File: config.mk
export PLATFORM = sky130hd
export DESIGN_NAME = bresenham_line_stepper_core
export DESIGN_NICKNAME = d
export VERILOG_FILES = /design/src/bls_pkg.sv /design/src/bls_ctrl.sv /design/src/bls_dp.sv /design/src/bresenham_line_stepper_core.sv
export SDC_FILE = /design/constraint.sdc
export NUM_CORES = 1
export LEC_CHECK = 0
export ABC_AREA = 1
export ABC_CLOCK_PERIOD_IN_PS = 6130
export BUFFER_PORTS_ARGS = -buffer_cell sky130_fd_sc_hd__buf_2
export CAP_MARGIN = 20
export CORE_UTILIZATION = 42
export DETAILED_ROUTE_END_ITERATION = 8
export PLACE_DENSITY_LB_ADDON = 0.25
export REMOVE_ABC_BUFFERS = 1
export SYNTH_ARGS = -nofsm -noshare
export SYNTH_HDL_FRONTEND = slang
export SYNTH_HIERARCHICAL = 1
export SYNTH_SLANG_ARGS = --single-unit
File: constraint.sdc
create_clock -name clk -period 6.13 [get_ports clk]
set_input_delay 0.9195 -clock clk [delete_from_list [all_inputs] [get_ports clk]]
set_output_delay 0.9195 -clock clk [all_outputs]
set_load 0.05 [all_outputs]
File: src/bls_pkg.sv
package bls_pkg;

  localparam int COORD_W = 6;
  localparam int PITCH_W = 7;
  localparam int COLOR_W = 24;
  localparam int ADDR_W  = 12;
  localparam int ERR_W   = COORD_W + 3;

  localparam int CFG_AW  = 3;
  localparam int CFG_DW  = 32;
  localparam logic [CFG_AW-1:0] CFG_ADDR_PITCH = 3'd0;
  localparam logic [CFG_AW-1:0] CFG_ADDR_COLOR = 3'd4;

  localparam logic [PITCH_W-1:0] PITCH_RESET = 7'd64;
  localparam logic [COLOR_W-1:0] COLOR_RESET = 24'hFFFFFF;

  typedef struct packed {
    logic [COORD_W-1:0] start_x;
    logic [COORD_W-1:0] start_y;
    logic [COORD_W-1:0] end_x;
    logic [COORD_W-1:0] end_y;
  } line_cmd_t;

  typedef struct packed {
    logic [COORD_W-1:0] pixel_x;
    logic [COORD_W-1:0] pixel_y;
    logic [ADDR_W-1:0]  pixel_address;
    logic [COLOR_W-1:0] pixel_color;
    logic               last_pixel;
  } pixel_t;

  typedef enum logic [1:0] {
    ST_IDLE,
    ST_SETUP,
    ST_RUN
  } state_t;

  typedef struct packed {
    logic load;
    logic setup;
    logic emit;
  } dp_cmd_t;

  typedef struct packed {
    logic slot_free;
    logic last;
  } dp_sts_t;

endpackage

File: src/bls_ctrl.sv
module bls_ctrl
  import bls_pkg::*;
(
  input  logic    clk,
  input  logic    rst_n,
  input  logic    in_valid,
  output logic    in_stall,
  input  dp_sts_t sts,
  output dp_cmd_t cmd
);

  state_t state_r, state_nxt;

  always_ff @(posedge clk) begin
    if (!rst_n) begin
      state_r <= ST_IDLE;
    end else begin
      state_r <= state_nxt;
    end
  end

  always_comb begin
    state_nxt = state_r;
    cmd       = '0;
    in_stall  = 1'b1;
    unique case (state_r)
      ST_IDLE: begin
        in_stall = 1'b0;
        if (in_valid) begin
          cmd.load  = 1'b1;
          state_nxt = ST_SETUP;
        end
      end
      ST_SETUP: begin
        cmd.setup = 1'b1;
        state_nxt = ST_RUN;
      end
      ST_RUN: begin
        // advance one pixel whenever the output register can take it
        if (sts.slot_free) begin
          cmd.emit = 1'b1;
          if (sts.last) begin
            state_nxt = ST_IDLE;
          end
        end
      end
      default: state_nxt = ST_IDLE;
    endcase
  end

endmodule

File: src/bls_dp.sv
module bls_dp
  import bls_pkg::*;
#(
  parameter int TILE_SIZE = 64
) (
  input  logic               clk,
  input  logic               rst_n,
  input  line_cmd_t          in_data,
  input  dp_cmd_t            cmd,
  output dp_sts_t            sts,
  input  logic [PITCH_W-1:0] pitch,
  input  logic [COLOR_W-1:0] color,
  output logic               out_valid,
  input  logic               out_stall,
  output pixel_t             out_data
);

  localparam logic [COORD_W-1:0] MAX_C = COORD_W'(TILE_SIZE - 1);

  function automatic logic [COORD_W-1:0] clamp(input logic [COORD_W-1:0] v);
    clamp = (v > MAX_C) ? MAX_C : v;
  endfunction

  // captured endpoints
  logic [COORD_W-1:0] x0_r, y0_r, x1_r, y1_r;

  // stepping state
  logic [COORD_W-1:0] a_r, a1_r, b_r, da_r;
  logic [COORD_W:0]   inc_r;
  logic signed [ERR_W-1:0] err_r;
  logic steep_r, step_neg_r;

  logic   out_valid_r;
  pixel_t out_data_r;

  // setup arithmetic
  logic signed [COORD_W:0] dxs, dys;
  logic [COORD_W-1:0] adx, ady;
  logic steep;
  logic [COORD_W-1:0] sa0, sb0, sa1, sb1, oa0, ob0, oa1, ob1;

  always_comb begin
    dxs = $signed({1'b0, x0_r}) - $signed({1'b0, x1_r});
    dys = $signed({1'b0, y0_r}) - $signed({1'b0, y1_r});
    adx = dxs[COORD_W] ? COORD_W'(-dxs) : dxs[COORD_W-1:0];
    ady = dys[COORD_W] ? COORD_W'(-dys) : dys[COORD_W-1:0];
    steep = adx < ady;
    sa0 = steep ? y0_r : x0_r;
    sb0 = steep ? x0_r : y0_r;
    sa1 = steep ? y1_r : x1_r;
    sb1 = steep ? x1_r : y1_r;
    if (sa0 > sa1) begin
      oa0 = sa1; ob0 = sb1; oa1 = sa0; ob1 = sb0;
    end else begin
      oa0 = sa0; ob0 = sb0; oa1 = sa1; ob1 = sb1;
    end
  end

  // per-pixel step
  logic signed [ERR_W-1:0] err_add, corr;
  logic [COORD_W-1:0] px, py;
  logic [COORD_W+PITCH_W-1:0] prod;
  logic slot_free;

  always_comb begin
    px      = steep_r ? b_r : a_r;
    py      = steep_r ? a_r : b_r;
    prod    = py * pitch;
    corr    = $signed(ERR_W'({da_r, 1'b0}));
    err_add = err_r + $signed(ERR_W'(inc_r));
    slot_free = !out_valid_r || !out_stall;
  end

  assign sts.slot_free = slot_free;
  assign sts.last      = (a_r == a1_r);

  always_ff @(posedge clk) begin
    if (cmd.load) begin
      x0_r <= clamp(in_data.start_x);
      y0_r <= clamp(in_data.start_y);
      x1_r <= clamp(in_data.end_x);
      y1_r <= clamp(in_data.end_y);
    end
    if (cmd.setup) begin
      a_r        <= oa0;
      a1_r       <= oa1;
      b_r        <= ob0;
      da_r       <= oa1 - oa0;
      inc_r      <= (ob1 > ob0) ? {ob1 - ob0, 1'b0} : {ob0 - ob1, 1'b0};
      err_r      <= '0;
      steep_r    <= steep;
      step_neg_r <= ob0 > ob1;
    end else if (cmd.emit) begin
      a_r <= a_r + 1'b1;
      if (err_add > $signed(ERR_W'(da_r))) begin
        b_r   <= step_neg_r ? b_r - 1'b1 : b_r + 1'b1;
        err_r <= err_add - corr;
      end else begin
        err_r <= err_add;
      end
    end
    if (cmd.emit) begin
      out_data_r.pixel_x       <= px;
      out_data_r.pixel_y       <= py;
      out_data_r.pixel_address <= ADDR_W'(prod) + ADDR_W'(px);
      out_data_r.pixel_color   <= color;
      out_data_r.last_pixel    <= (a_r == a1_r);
    end
  end

  always_ff @(posedge clk) begin
    if (!rst_n) begin
      out_valid_r <= 1'b0;
    end else if (cmd.emit) begin
      out_valid_r <= 1'b1;
    end else if (!out_stall) begin
      out_valid_r <= 1'b0;
    end
  end

  assign out_valid = out_valid_r;
  assign out_data  = out_data_r;

endmodule

File: src/bresenham_line_stepper_core.sv
// Bresenham line stepper: accepts one line command (two endpoints inside a
// TILE_SIZE square tile; coordinates above TILE_SIZE-1 saturate) and emits
// every pixel of the integer Bresenham line, one transfer per pixel, in
// order from the lower end of the major axis, with x/y in the original
// orientation, address x + y*line_pitch (mod 4096), draw_color and a flag on
// the last pixel. A line passes through an accept step (endpoint capture and
// clamp), a setup step (steep test, swap and ordering) and then the shared
// error-update step, one pixel per free output slot.
// A new command is taken only once the previous line's last pixel has been
// loaded into the output register. Registers: line_pitch at byte 0x0,
// draw_color at byte 0x4; write them only while the block is idle.
module bresenham_line_stepper_core
  import bls_pkg::*;
#(
  parameter int TILE_SIZE = 64
) (
  input  logic              clk,
  input  logic              rst_n,
  // command channel
  input  logic              in_valid,
  output logic              in_stall,
  input  line_cmd_t         in_data,
  // pixel channel
  output logic              out_valid,
  input  logic              out_stall,
  output pixel_t            out_data,
  // configuration port
  input  logic              cfg_psel,
  input  logic              cfg_penable,
  input  logic              cfg_pwrite,
  input  logic [CFG_AW-1:0] cfg_paddr,
  input  logic [CFG_DW-1:0] cfg_pwdata,
  output logic [CFG_DW-1:0] cfg_prdata,
  output logic              cfg_pready
);

  logic [PITCH_W-1:0] pitch_r;
  logic [COLOR_W-1:0] color_r;
  logic               cfg_wr;

  dp_cmd_t cmd;
  dp_sts_t sts;

  // Configuration registers: zero-wait writes, complete on the access phase.
  assign cfg_pready = 1'b1;
  assign cfg_wr     = cfg_psel && cfg_penable && cfg_pwrite && cfg_pready;

  always_ff @(posedge clk) begin
    if (!rst_n) begin
      pitch_r <= PITCH_RESET;
      color_r <= COLOR_RESET;
    end else if (cfg_wr) begin
      unique case (cfg_paddr)
        CFG_ADDR_PITCH: pitch_r <= cfg_pwdata[PITCH_W-1:0];
        CFG_ADDR_COLOR: color_r <= cfg_pwdata[COLOR_W-1:0];
        default: ;
      endcase
    end
  end

  // Read back the addressed register; unmapped addresses read zero.
  always_comb begin
    unique case (cfg_paddr)
      CFG_ADDR_PITCH: cfg_prdata = CFG_DW'(pitch_r);
      CFG_ADDR_COLOR: cfg_prdata = CFG_DW'(color_r);
      default:        cfg_prdata = '0;
    endcase
  end

  // Sequencer: idle -> setup -> run (one pixel per free output slot).
  bls_ctrl u_ctrl (
    .clk      (clk),
    .rst_n    (rst_n),
    .in_valid (in_valid),
    .in_stall (in_stall),
    .sts      (sts),
    .cmd      (cmd)
  );

  // Endpoint capture, swap/order setup, error stepping and output register.
  bls_dp #(
    .TILE_SIZE (TILE_SIZE)
  ) u_dp (
    .clk       (clk),
    .rst_n     (rst_n),
    .in_data   (in_data),
    .cmd       (cmd),
    .sts       (sts),
    .pitch     (pitch_r),
    .color     (color_r),
    .out_valid (out_valid),
    .out_stall (out_stall),
    .out_data  (out_data)
  );

endmodule

==> flow_summary.json, run 1 <==
{
  "detailroute.via_count": 7820,
  "post_route_cells_drive_above_1_share_pct": 23.36,
  "clk_latency_ps": 430,
  "slew_headroom_pct": 40.86,
  "rr_worst_depth": 34,
  "dominantRegCellSynth": "sky130_fd_sc_hd__edfxtp_1",
  "unrepaired_setup_endpoints_after_global_routing": "false",
  "tritoncts": "yes",
  "grt_overflow": 0,
  "number_of_global_route_vias_before_repair": 7240,
  "synth.distinct_cells": 52,
  "min_from": "color_r[18]",
  "synth_edf_count": 105,
  "synth_cells": 1190,
  "dpl.hpwl_um": 16120,
  "r2r-start": "u_dp/x1_r[0]",
  "synth.cell_area_um2": 10250,
  "finalWeightedCongestion": 0.8958,
  "max_freq_ghz": 0.1732,
  "instances_no_fill": 1672,
  "cp.required_ps": 6310,
  "final_nets": 1524,
  "final_core_util_pct": 51.42,
  "initial_core_util_pct": 43.27,
  "grt_antenna_before_repair": 0,
  "setup_viol": 0,
  "critPathMaxFanout": 8,
  "ctsHtreeMaxLevel": 4,
  "critical_path.max_stage_delay_ps": 450,
  "finalWirelength_um": 21320,
  "port_buffers": 132,
  "period_needed_ps": 5773,
  "ys.warnings.count": 6,
  "critPathArrivalTime_ps": 5950,
  "syn-mean-instance-area_um2": 8.611,
  "worst-slew-pin-transition_ps": 883.9,
  "die_height_um": 158.2,
  "finalMaxSlewViolations": 0,
  "whs_path_depth": 0,
  "die_w_um": 158.2,
  "drt_iter0_drc": 357,
  "synth.ff_latch_count": 147,
  "cap_violations": 0,
  "timing.clock.skew_ps": 9.837,
  "drt_drc_violations_left": 0,
  "min_to": "u_dp/out_data[19]",
  "worst_setup_path_start_kind": "register",
  "min_path_type": "register to register",
  "critPathSlowestCell": "sky130_fd_sc_hd__edfxtp_1",
  "post_drt_via_cell_ratio": 4.677,
  "fillerInstances": 2250,
  "crit_type": "register to register",
  "r2r_setup_slack_ps": 360,
  "maximum_buffer_depth_of_the_clock_tree": 2,
  "wl_per_cell_um": 12.75,
  "outcome": "finished clean",
  "drtPass1Iterations": 5,
  "hold_buffers": 0,
  "core.rowCount": 56,
  "insertedDiodeCount": 0,
  "placed_cells_incl_taps": 1629,
  "num_io_pins": 150,
  "proportion_of_synthesized_chip_area_in_sequential_cells_pct": 38.97,
  "grt_first_pass_wirelength_um": 34230,
  "grt_util_all_layers_pct": 17.57,
  "hold_viol": 0,
  "root_buffer": "sky130_fd_sc_hd__clkbuf_16",
  "die-area_um2": 25030,
  "grt_max_degree": 58,
  "crit-reg2reg-capture": "u_dp/inc_r[2]",
  "area.growth.synth_to_final_pct": 18.83,
  "core-area_um2": 23680,
  "async_reset_ff_share_pct": 0,
  "final.period_utilization_pct": 94.18,
  "cts-buffers-inserted": 17,
  "endpoint_kind": "register",
  "clock_pin_slew_on_the_worst_setup_and_hold_paths_ps": 70,
  "detail-route-antenna-nets": 0,
  "clk_sink_count": 147
}
-- synthesized netlist by cell type, types with 8 or more instances --
library cell	number	share of area (%)
sky130_fd_sc_hd__nand2_1	252	9.2
sky130_fd_sc_hd__inv_1	201	7.4
sky130_fd_sc_hd__edfxtp_1	105	31
sky130_fd_sc_hd__ha_1	88	11
sky130_fd_sc_hd__o21ai_0	73	3.6
sky130_fd_sc_hd__nor2_1	68	2.5
sky130_fd_sc_hd__nand3_1	56	2.7
sky130_fd_sc_hd__dfxtp_1	42	8.2
sky130_fd_sc_hd__a21oi_1	41	2.0
sky130_fd_sc_hd__xor2_1	39	3.3
sky130_fd_sc_hd__clkbuf_1	34	1.2
sky130_fd_sc_hd__fa_1	30	5.9
sky130_fd_sc_hd__nand2_2	23	1.4
sky130_fd_sc_hd__xnor2_1	18	1.5
sky130_fd_sc_hd__nand3_2	15	1.5
sky130_fd_sc_hd__buf_4	11	0.81
sky130_fd_sc_hd__o21ai_1	10	0.49
sky130_fd_sc_hd__nand2_4	8	0.88
-- cells by family after synthesis --
family          count (synthesis)  share of synthesized area (%)
simple gates                  442                          19.90
buf+inv                       269                          10.98
compound gates                151                          8.181
flops                         147                          38.97
fa+ha+maj                     118                          16.61
xor+xnor                       57                          4.872
mux                             4                         0.4151
other cells                     2                        0.07329
-- per-layer routing --
layer / vias up / global-route usage (%) / share of wire (%)
li1: 4069 / - / -
met1: 3577 / 22.78 / 47
met3: 20 / 3.011 / 3.5
met5: - / 0 / 0
met4: 0 / 5.952 / 1.3
met2: 154 / 29.47 / 48
-- layout by cell type, fill, tap and decap left out, types with 18 or more instances in the layout --
cell,count
sky130_fd_sc_hd__nand2_2,25
sky130_fd_sc_hd__dfxtp_1,42
sky130_fd_sc_hd__buf_4,44
sky130_fd_sc_hd__fa_1,28
sky130_fd_sc_hd__buf_2,132
sky130_fd_sc_hd__a21oi_1,38
sky130_fd_sc_hd__nand3_1,56
sky130_fd_sc_hd__xor2_1,38
sky130_fd_sc_hd__o21ai_0,58
sky130_fd_sc_hd__edfxtp_1,105
sky130_fd_sc_hd__o21ai_1,18
sky130_fd_sc_hd__nand2_1,248
sky130_fd_sc_hd__nor2_1,66
sky130_fd_sc_hd__ha_1,84
sky130_fd_sc_hd__inv_1,197
-- final cells by class --
class	count	area [um^2]	share of cell area (%)
multi-input combinational	783	5331	43.78
inverter	211	804.5	6.607
tap	319	399.1	3.278
clock inverter	15	186.4	1.531
sequential	147	3994	32.80
clock buffer	17	425.4	3.494
timing repair buffer	180	1036	8.508
-- worst max path at each step --
stage	startpoint	endpoint	slack, ps	cells after the start
finish	u_dp/x1_r[0]	u_dp/inc_r[2]	360	34
global route	u_dp/x1_r[0]	u_dp/inc_r[4]	10	36
CTS	u_dp/x1_r[0]	u_dp/inc_r[2]	4	33
detailed placement	u_dp/x0_r[0]	u_dp/inc_r[2]	-60	35
global placement	u_dp/x1_r[0]	u_dp/inc_r[2]	60	35
floorplan	u_dp/y1_r[0]	u_dp/inc_r[2]	60	30
-- flip-flops by register name, indices dropped and copies added, names as in the netlist, 7 cells and up --
signal and flops:
u_dp/out_data 49, u_dp/err_r 8, pitch_r 7, color_r 24
-- stage by stage --
stage | area, um^2 | TNS, ps | setup slack, ps | hold slack (ps)
6_report | 12180 | 0 | 356.6 | 453.6
5_1_grt | 12180 | 0 | 14.19 | 464.8
4_1_cts | 11930 | 0 | 4.184 | 455.1
3_5_place_dp | 11310 | -214.2 | -60.93 | 439.8
3_3_place_gp | 11300 | 0 | 58.94 | 437.0
2_1_floorplan | 9952 | 0 | 56.21 | 421.1
-- repair_timing --
item                       in CTS  in global routing
gates resized for setup         3                 52
gates cloned                    0                  2
setup endpoints to repair       5                  6
pin swaps                       0                 16
setup buffers                   0                  9
-- worst max-delay path: cells and delay by family (launching register included) --
| family | cells | cell delay, ps |
|---|---|---|
| adders and majority gates | 6 | 1720 |
| and+or+nand+nor | 14 | 1440 |
| AOI/OAI and AO/OA | 4 | 680 |
| muxes | 2 | 540 |
| buffers and inverters | 7 | 530 |
| DFF | 1 | 450 |
| xor gates and xnor gates | 1 | 170 |
Power of run 1 is not shown: default switching activity piles up to over one toggle a cycle in this logic, so the estimate is an artifact.
==> run 2: changes to the inputs <==
BUFFER_PORTS_ARGS = -buffer_cell sky130_fd_sc_hd__clkbuf_2   (was -buffer_cell sky130_fd_sc_hd__buf_2)
==> flow_summary.json, run 2 (synthesized netlist as in run 1, its figures left out) <==
{
  "outcome": "finished clean",
  "post_drt_via_cell_ratio": 4.740,
  "final_nets": 1524,
  "ctsHtreeMaxLevel": 4,
  "final.hold.worst_slack_ps": 451.5,
  "final_common_cell": "sky130_fd_sc_hd__nand2_1",
  "grt_util_all_layers_pct": 17.90,
  "grt_overflow": 0,
  "max_freq_ghz": 0.1726,
  "worst-slew-pin-transition_ps": 922.3,
  "detailroute.via_count": 7926,
  "maximum_buffer_depth_of_the_clock_tree": 2,
  "critPathSlowestCell": "sky130_fd_sc_hd__edfxtp_1",
  "final.period_utilization_pct": 94.50,
  "clock_pin_slew_on_the_worst_setup_and_hold_paths_ps": 80,
  "crit_type": "register to register",
  "period_needed_ps": 5793,
  "insertedDiodeCount": 0,
  "critPathMaxFanout": 8,
  "cap_violations": 0,
  "drtPass1Iterations": 5,
  "critical-path-top-cell-by-count": "sky130_fd_sc_hd__nand2_1",
  "cts-buffers-inserted": 17,
  "grt_antenna_before_repair": 0,
  "finalMaxSlewViolations": 0,
  "critPathArrivalTime_ps": 5970,
  "port_buffers": 132,
  "die_w_um": 158.2,
  "clk_latency_ps": 430,
  "die_height_um": 158.2,
  "timing.clock.skew_ps": 11.50,
  "dpl.hpwl_um": 16490,
  "drt_iter0_drc": 452,
  "number_of_global_route_vias_before_repair": 7499,
  "endpoint_kind": "register",
  "setup_viol": 0,
  "finalWirelength_um": 21600,
  "root_buffer": "sky130_fd_sc_hd__clkbuf_16",
  "leading_cell_types_in_the_layout_fill_and_taps_excluded": "sky130_fd_sc_hd__nand2_1, sky130_fd_sc_hd__inv_1, sky130_fd_sc_hd__clkbuf_2",
  "cp.required_ps": 6310,
  "num_io_pins": 150,
  "min_path_type": "register to register",
  "tritoncts": "yes",
  "detail-route-antenna-nets": 0,
  "hold_viol": 0,
  "grt_max_degree": 58,
  "hold_buffers": 0,
  "post_route_cells_drive_above_1_share_pct": 22.91,
  "area.growth.synth_to_final_pct": 18.60,
  "clk_sink_count": 147,
  "critical_path.max_stage_delay_ps": 420,
  "slew_headroom_pct": 38.28,
  "largest_reg_flops": 49,
  "worst_setup_path_start_kind": "register",
  "drt_drc_violations_left": 0,
  "initial_core_util_pct": 43.27,
  "die-area_um2": 25030,
  "grt_first_pass_wirelength_um": 35130,
  "core-area_um2": 23680,
  "wl_per_cell_um": 12.92,
  "core.rowCount": 56,
  "finalWeightedCongestion": 0.8938
}
-- run 2: changes by cell type in the layout (fill, tap and decap cells not counted), sizes merged --
cell and delta:
clkbuf +133, clkinvlp +1, inv -1, buf -133
-- run 2: repair_timing --
item	CTS	global route
pin swaps	0	13
gates cloned	0	2
buffers inserted	0	8
endpoints found under the setup margin	5	6
gates resized for setup	3	38
-- run 2: stage by stage --
| step | utilization, % | setup TNS [ps] | worst slack [ps] | instance area [um^2] | std cells |
|---|---|---|---|---|---|
| after global placement | 47.74 | 0 | 60.82 | 11310 | 1629 |
| after global routing | 51.32 | -74.35 | -34.97 | 12150 | 1672 |
| after floorplan | - | 0 | 56.21 | 9952 | 1139 |
| after CTS | 50.35 | 0 | 26.38 | 11930 | 1661 |
| final | 51.32 | 0 | 337.2 | 12150 | 1672 |
| after detailed placement | 47.74 | -50.29 | -19.09 | 11310 | 1629 |
-- run 2: critical path: cells and delay by family (launching register included) --
kind            cells  cell delay (ps)
compound gates      7             1210
xor+xnor            1              150
fa+ha+maj           6             1550
buf+inv             8              640
flops               1              420
mux                 2              540
simple gates       12             1000
-- run 2: area by class of cell --
cell class | instances | area (um^2)
fill | 2257 | 11530
multi-input combinational | 783 | 5309
sequential | 147 | 3994
timing repair buffer | 180 | 1037
inverter | 211 | 803.3
clock buffer | 17 | 425.4
tap | 319 | 399.1
clock inverter | 15 | 185.2
-- run 2: path summary, 6_finish.rpt --
| check | from | end | slack, ps | cells past startpoint |
|---|---|---|---|---|
| setup / recovery | u_dp/x0_r[0] | u_dp/inc_r[2] | 340 | 36 |
| hold reg to reg | color_r[18] | u_dp/out_data[19] | 450 | 0 |
| setup reg to reg | u_dp/x0_r[0] | u_dp/inc_r[2] | 340 | 36 |
| hold / removal | color_r[18] | u_dp/out_data[19] | 450 | 0 |
-- run 2: metal layers --
metal  global-route usage, %  share of wire [%]  up-vias  wire (um)
li1                        -                  -     4082          -
met2                   30.41                 48      184      10470
met3                   3.613                4.4       28        944
met4                   6.136                2.1        0        443
met1                   22.53                 45     3632       9742
met5                       0                  0        -          0
Power of run 2 is left out for the same reason.
==> run 3: changes to the inputs <==
CORE_UTILIZATION = 53   (was 42)
==> flow_summary.json, run 3 (synthesized netlist as in run 1, its figures left out) <==
{
  "whs_path_depth": 2,
  "timing.clock.skew_ps": 9.238,
  "initial_core_util_pct": 54.42,
  "period_needed_ps": 5890,
  "num_io_pins": 150,
  "critical_path.max_stage_delay_ps": 410,
  "grt_max_degree": 49,
  "area.growth.synth_to_final_pct": 18.06,
  "die-area_um2": 19900,
  "outcome": "finished clean",
  "root_buffer": "sky130_fd_sc_hd__clkbuf_16",
  "core.rowCount": 50,
  "number_of_global_route_vias_before_repair": 7499,
  "core-area_um2": 18830,
  "post_route_cells_drive_above_1_share_pct": 23.38,
  "placed_area_um2": 11310,
  "clk_latency_ps": 430,
  "fillerInstances": 1599,
  "grt_antenna_before_repair": 0,
  "die_height_um": 141.1,
  "grt_overflow": 0,
  "tritoncts": "yes",
  "endpoint_kind": "register",
  "ctsHtreeMaxLevel": 4,
  "worst-slew-pin-transition_ps": 864.8,
  "largest_reg_flops": 49,
  "drt_drc_violations_left": 0,
  "drt_iter0_drc": 506,
  "grt_util_all_layers_pct": 22.49,
  "cts-buffers-inserted": 17,
  "min_path_type": "register to register",
  "insertedDiodeCount": 0,
  "stdcell_area_um2": 12100,
  "clock_pin_slew_on_the_worst_setup_and_hold_paths_ps": 70,
  "finalMaxSlewViolations": 0,
  "maximum_buffer_depth_of_the_clock_tree": 2,
  "critPathArrivalTime_ps": 6070,
  "critPathMaxFanout": 9,
  "final_nets": 1527,
  "final_core_util_pct": 64.25,
  "leading_cell_types_in_the_layout_fill_and_taps_excluded": "sky130_fd_sc_hd__nand2_1, sky130_fd_sc_hd__inv_1, sky130_fd_sc_hd__clkbuf_2",
  "max_freq_ghz": 0.1698,
  "finalWirelength_um": 21760,
  "worst_setup_path_start_kind": "register",
  "met1Wirelength_um": 9541,
  "grt_first_pass_wirelength_um": 35070,
  "final_common_cell": "sky130_fd_sc_hd__nand2_1",
  "post_drt_via_cell_ratio": 4.926,
  "wl_per_cell_um": 13.47,
  "rr_worst_depth": 32,
  "wl_met2_um": 10940,
  "detailroute.via_count": 7961,
  "setup_viol": 0,
  "detail_route_met3_wl_um": 908,
  "die_w_um": 141.1,
  "crit_type": "register to register",
  "finalWeightedCongestion": 0.8731,
  "cp.required_ps": 6310,
  "slew_headroom_pct": 42.14,
  "port_buffers": 132,
  "detail-route-antenna-nets": 0,
  "clk_sink_count": 147,
  "top_layer": "met4",
  "dpl.hpwl_um": 16400,
  "final.period_utilization_pct": 96.09,
  "hold_buffers": 0,
  "hold_viol": 0,
  "cap_violations": 0,
  "critPathSlowestCell": "sky130_fd_sc_hd__edfxtp_1",
  "drtPass1Iterations": 5
}
-- run 3: changes by cell type in the layout (fill, tap and decap cells not counted), sizes merged --
| cell | before | now |
|---|---|---|
| nand2 | 285 | 284 |
| clkinv | 6 | 8 |
| clkbuf | 150 | 149 |
| bufinv | 1 | 0 |
| clkinvlp | 2 | 0 |
| buf | 47 | 52 |
| inv | 217 | 218 |
-- run 3: worst max-delay path, delay by kind of cell (launching register included) --
family          cells  cell delay, ps
fa+ha+maj           5            1410
flops               1             410
mux                 1             270
buf+inv             7             710
xor+xnor            3             610
compound gates      8            1480
simple gates        8             750
-- run 3: per-stage QoR --
stage | cells | setup slack (ps) | hold WS, ps | TNS [ps]
finish | 1616 | 239.8 | 451.4 | 0
global placement | 1579 | 110.2 | 437.8 | 0
detailed placement | 1579 | 2.082 | 440.3 | 0
CTS | 1611 | 12.68 | 457.0 | 0
floorplan | 1139 | 56.21 | 421.1 | 0
global route | 1616 | -46.05 | 474.8 | -145.2
-- run 3: cell type report --
class | instances | area [um^2] | area share (%)
well taps | 260 | 325.3 | 2.689
inverters | 211 | 804.5 | 6.650
repair buffers | 184 | 1067 | 8.822
clock buffers | 17 | 425.4 | 3.516
clock inverters | 15 | 186.4 | 1.541
multi-input cells | 782 | 5295 | 43.77
flip-flops and latches | 147 | 3994 | 33.01
-- run 3: what timing repair did --
item | in CTS | in global routing
setup endpoints to repair | 5 | 6
pin swaps | 0 | 16
resized for setup | 2 | 44
gates cloned | 0 | 1
setup buffers | 0 | 4
-- run 3: worst paths after layout --
check	start	end	slack, ps
min	u_dp/err_r[7]	u_dp/err_r[7]	450
max	u_dp/x1_r[0]	u_dp/inc_r[6]	240
max reg2reg	u_dp/x1_r[0]	u_dp/inc_r[6]	240
min reg2reg	u_dp/err_r[7]	u_dp/err_r[7]	450
-- run 3: routing by layer --
metal,up-vias,track usage [%]
li1,4090,-
met1,3626,27.68
met2,219,40.06
met3,26,3.770
met4,0,7.265
met5,-,0
Power of run 3 is left out for the same reason.
